--- src/hw/rtl/spd_pkg.sv ---
// Shared constants and control/status types for the shortest path block.
package spd_pkg;

    localparam int NODE_W   = 5;
    localparam int DIST_W   = 21;
    localparam int WIN_W    = 16;
    localparam int OP_W     = 2;
    localparam int MAX_RES  = 32;
    localparam logic [DIST_W-1:0] DIST_MAX = 21'h1FFFFF;

    localparam logic [OP_W-1:0] OP_CLEAR = 2'd0;
    localparam logic [OP_W-1:0] OP_WRITE = 2'd1;
    localparam logic [OP_W-1:0] OP_QUERY = 2'd2;

    typedef struct packed {
        logic clr_write;
        logic edge_write;
        logic query_load;
        logic cnt_clr;
        logic best_clr;
        logic issue;
        logic relax;
        logic visit;
        logic path_init;
        logic path_read;
        logic path_wait;
        logic out_load;
        logic out_unr;
    } cmd_t;

    typedef struct packed {
        logic [OP_W-1:0] op;
        logic            qok;
        logic            found;
        logic            dest_known;
        logic            clr_last;
        logic            scan_last;
        logic            out_free;
        logic            path_last;
    } st_t;

endpackage

--- src/hw/rtl/spd_ctrl.sv ---
// Controller: sequences clear sweeps, edge writes, the search loop and path output.
module spd_ctrl (
    input  logic          clk,
    input  logic          rst_n,
    input  logic          in_valid,
    output logic          in_ready,
    input  spd_pkg::st_t  st,
    output spd_pkg::cmd_t cmd
);
    import spd_pkg::*;

    typedef enum logic [12:0] {
        S_CLEAR     = 13'b0000000000001,
        S_IDLE      = 13'b0000000000010,
        S_START     = 13'b0000000000100,
        S_SCAN      = 13'b0000000001000,
        S_PICK      = 13'b0000000010000,
        S_DECIDE    = 13'b0000000100000,
        S_RELAX     = 13'b0000001000000,
        S_RDRAIN    = 13'b0000010000000,
        S_FIN       = 13'b0000100000000,
        S_UNR       = 13'b0001000000000,
        S_PATH_RD   = 13'b0010000000000,
        S_PATH_WAIT = 13'b0100000000000,
        S_EMIT      = 13'b1000000000000
    } state_t;

    state_t state_reg, state_next;

    assign in_ready = (state_reg == S_IDLE);

    always_ff @(posedge clk or negedge rst_n)
    begin
        if (!rst_n)
        begin
            state_reg <= S_CLEAR;
        end
        else
        begin
            state_reg <= state_next;
        end
    end

    always_comb
    begin
        cmd        = '0;
        state_next = state_reg;
        unique case (state_reg)
            S_CLEAR:
            begin
                cmd.clr_write = 1'b1;
                if (st.clr_last)
                begin
                    state_next = S_IDLE;
                end
            end
            S_IDLE:
            begin
                if (in_valid)
                begin
                    case (st.op)
                        OP_CLEAR:
                        begin
                            cmd.cnt_clr = 1'b1;
                            state_next  = S_CLEAR;
                        end
                        OP_WRITE:
                        begin
                            cmd.edge_write = 1'b1;
                        end
                        OP_QUERY:
                        begin
                            cmd.query_load = 1'b1;
                            state_next     = S_START;
                        end
                        default:
                        begin
                        end
                    endcase
                end
            end
            S_START:
            begin
                cmd.cnt_clr  = 1'b1;
                cmd.best_clr = 1'b1;
                state_next   = st.qok ? S_SCAN : S_UNR;
            end
            S_SCAN:
            begin
                cmd.issue = 1'b1;
                if (st.scan_last)
                begin
                    state_next = S_PICK;
                end
            end
            S_PICK:
            begin
                state_next = S_DECIDE;
            end
            S_DECIDE:
            begin
                if (st.found)
                begin
                    cmd.visit   = 1'b1;
                    cmd.cnt_clr = 1'b1;
                    state_next  = S_RELAX;
                end
                else
                begin
                    state_next = S_FIN;
                end
            end
            S_RELAX:
            begin
                cmd.issue = 1'b1;
                cmd.relax = 1'b1;
                if (st.scan_last)
                begin
                    state_next = S_RDRAIN;
                end
            end
            S_RDRAIN:
            begin
                cmd.cnt_clr  = 1'b1;
                cmd.best_clr = 1'b1;
                state_next   = S_SCAN;
            end
            S_FIN:
            begin
                if (st.dest_known)
                begin
                    cmd.path_init = 1'b1;
                    state_next    = S_PATH_RD;
                end
                else
                begin
                    state_next = S_UNR;
                end
            end
            S_UNR:
            begin
                if (st.out_free)
                begin
                    cmd.out_load = 1'b1;
                    cmd.out_unr  = 1'b1;
                    state_next   = S_IDLE;
                end
            end
            S_PATH_RD:
            begin
                cmd.path_read = 1'b1;
                state_next    = S_PATH_WAIT;
            end
            S_PATH_WAIT:
            begin
                cmd.path_wait = 1'b1;
                state_next    = S_EMIT;
            end
            S_EMIT:
            begin
                if (st.out_free)
                begin
                    cmd.out_load = 1'b1;
                    state_next   = st.path_last ? S_IDLE : S_PATH_RD;
                end
            end
            default:
            begin
                state_next = S_IDLE;
            end
        endcase
    end

endmodule
--- config.mk ---
export PLATFORM = sky130hd
export DESIGN_NAME = spd_ctrl
export DESIGN_NICKNAME = d
export VERILOG_FILES = /design/src/hw/rtl/spd_pkg.sv /design/src/hw/rtl/spd_ctrl.sv
export SDC_FILE = /design/constraint.sdc
export NUM_CORES = 1
export LEC_CHECK = 0
export BUFFER_PORTS_ARGS = -buffer_cell sky130_fd_sc_hd__clkbuf_2
export CAP_MARGIN = 40
export CORE_AREA = 8 8 54 56
export DETAILED_ROUTE_END_ITERATION = 6
export DIE_AREA = 0 0 62 64
export HOLD_SLACK_MARGIN = 0.02
export PLACE_DENSITY = 0.79
export SLEW_MARGIN = 10
export SYNTH_ARGS = -nofsm -noshare
export SYNTH_HDL_FRONTEND = slang
export SYNTH_SLANG_ARGS = --single-unit
--- constraint.sdc ---
create_clock -name clk -period 2.4 [get_ports clk]
set_input_delay 0.48 -clock clk [delete_from_list [all_inputs] [get_ports clk]]
set_output_delay 0.48 -clock clk [all_outputs]
set_load 0.01 [all_outputs]
==> impl_metrics.toml <==
[power]
vdd_drop_max_mv = 0.433
switching_share = 0.405
p_comb_frac = 0.557
p_switching_mw = 0.368
p_per_area_nw_per_um2 = 678
p_clk_frac = 0.156
p_int_mw = 0.542
leakage_nw = 0.646
pwr-share-seq = 0.286

[route]
wl_met1_um = 1300
drc_errors = 0
routedWlPerCell_um = 17.2
drt_iter0_markers = 35
drt_wl_total_um = 3080
wl_met2_um = 1420
wl_met3_um = 264
drt_pre_antenna_iters = 4
ant_nets = 0
vias = 1068
highest_layer = "met4"
avgViaCountPerCell = 5.97

[setup_path]
required_ps = 1920
path_max_fanout = 4
critPathSlowestCell = "or4_4"
arrival_ps = 1920
crit_type = "reg -> out"
reg2regPathDepth = 8
end_kind = "output port"
crit_path_max_incr_delay_ps = 570
path_cells = "or4_4 -> nor4_4 -> nand3_2 -> o211ai_1 -> buf_2"
cp-start-kind = "flop"

[yosys]
synth_edf_count = 0
syn_inst = 113
ys_warn_count = 0
yosysTopAreaCell = "dfrtp_1"
synth_flop_cell = "dfrtp_1"
synth_common_cells = "dfrtp_1, nor2_1, nor3b_1"
synthArstFlopShare = 1.00
avgSynthCellArea_um2 = 9.29
ys_seq_area_frac = 0.311
synth_top_area_share = 0.286
ys_seq_elements = 13
netlist-cell-type-count = 46
synth_most_common_cell = "dfrtp_1"
synth_nets = 125
synth_area_um2 = 1050
synth.top_cells.by_area = "dfrtp_1, buf_6, nor3b_1"

[outcome]
status = "finished, violations left"
violations = "negative setup slack"

[sta]
setup_ws_ps = -2.69
slew_violations = 0
max_slew_margin = 0.659
fmax_mhz = 416
tns_ps = -2.69
period_needed_ps = 2400
min_period_over_period = 1.00
setup_viol = 1
fin_skew_ps = 4.79
holdWs_ps = 81.8
worst_pin_slew_ps = 508
rsz0062_at_grt = "yes"
hold_violations = 0

[global_route]
grt_pass1_wl_um = 4640
antenna_found_initial = 0
grt_usage = 0.150
grt_pass1_vias = 1051
gr-total-overflow = 0
grt_max_degree = 14

[min_path]
worstHoldPathType = "in -> async"

[clocking]
clock-root-buffer = "clkbuf_4"
clock_path_buffers = 2
cts_buffers = 3
h-tree-depth = 1
clk_latency_ps = 280
clkTransAtPathRegs_ps = 90
cts.sinks = 13
cts_tree = "built"

[finish]
final_net_count = 164
largest_register_ffs = 13
areaGrowthSynthToFinish_pct = 27.9
diodes = 0
final_cells = 179
drive_above_1_share = 0.477

[die]
die_area_um2 = 3970
die_w_um = 62
start_util = 0.499
die_h_um = 64
rows = 17
ios = 26
core_area_um2 = 2110

[placed_design]
io_buffers = 25
gp_congestion = 0.908
pre_cts_slack_ps = 142
hpwl_um = 2120
post-place-cells = 165

[job]
maxCapViolations = 0
## layout by cell type (no fill, tap or decap), drive strengths merged, types with 2 or more instances in the layout
| cell type | instances |
|---|---|
| and3 | 5 |
| nor3b | 7 |
| a21oi | 2 |
| o21ai | 3 |
| nand4 | 2 |
| buf | 22 |
| or4 | 2 |
| o2111ai | 2 |
| nor2 | 11 |
| inv | 5 |
| clkbuf | 25 |
| nand3 | 6 |
| nand2 | 3 |
| nand2b | 2 |
| dfrtp | 12 |
| nand4b | 2 |
| xnor2 | 3 |
| nand3b | 2 |
| nor4b | 2 |
| nor4 | 5 |
| nor2b | 4 |
| nor3 | 8 |
## metrics by stage
step / area (um2) / power [mW] / util
after detailed placement: 1170 / 0.669 / 0.557
after global routing: 1340 / 0.965 / 0.638
after CTS: 1280 / 0.860 / 0.607
final: 1340 / 0.911 / 0.638
after global placement: 1170 / 0.657 / 0.557
after floorplan: 1050 / 0.543 / -
## layer usage
layer | vias to the layer above | GRT usage
li1 | 495 | -
met1 | 496 | 0.183
met2 | 63 | 0.238
met3 | 14 | 0.0340
met4 | 0 | 0.0712
met5 | - | 0
## layout make-up
type / instances / area, um2
well taps: 28 / 35.0
flip-flops and latches: 13 / 330
fillers: 189 / 763
clock buffers: 4 / 26.3
repair buffers: 43 / 260
inverters: 5 / 18.8
multi-input cells: 86 / 672
## power groups by stage
stage,Clock (mW),Combinational [mW],Sequential [mW]
after floorplan,0,0.296,0.247
after global placement,0,0.389,0.268
after detailed placement,0,0.399,0.270
after CTS,0.145,0.457,0.259
after global routing,0.157,0.545,0.263
final,0.142,0.507,0.261
## critical path, delay by kind of cell, from the launching register on
family,cells,cell delay [ps]
compound gates,1,100
buf+inv,1,160
flops,1,440
simple gates,3,950
## repair_timing
action,in CTS,in global routing
setup buffers,5,5
hold buffers,0,0
setup endpoints to repair,8,10
pin swaps,5,4
resized for setup,8,11
## final timing paths
check,from,end,slack (ps)
setup / recovery,state_reg[1],cmd[9],-3
hold / removal,rst_n,state_reg[10],80
setup reg to reg,state_reg[3],state_reg[1],310
hold reg to reg,state_reg[5],state_reg[5],590
max in group asynchronous,rst_n,state_reg[0],2020
min in group clk,st[5],state_reg[8],380
## kinds of logic after synthesis
group                     share of synthesized area
and+or+nand+nor                               0.428
AOI/OAI and AO/OA                             0.108
buffers and inverters                         0.110
DFF                                           0.311
xor gates and xnor gates                     0.0334
muxes                                       0.00954
Power figures use the tool's default switching activity.
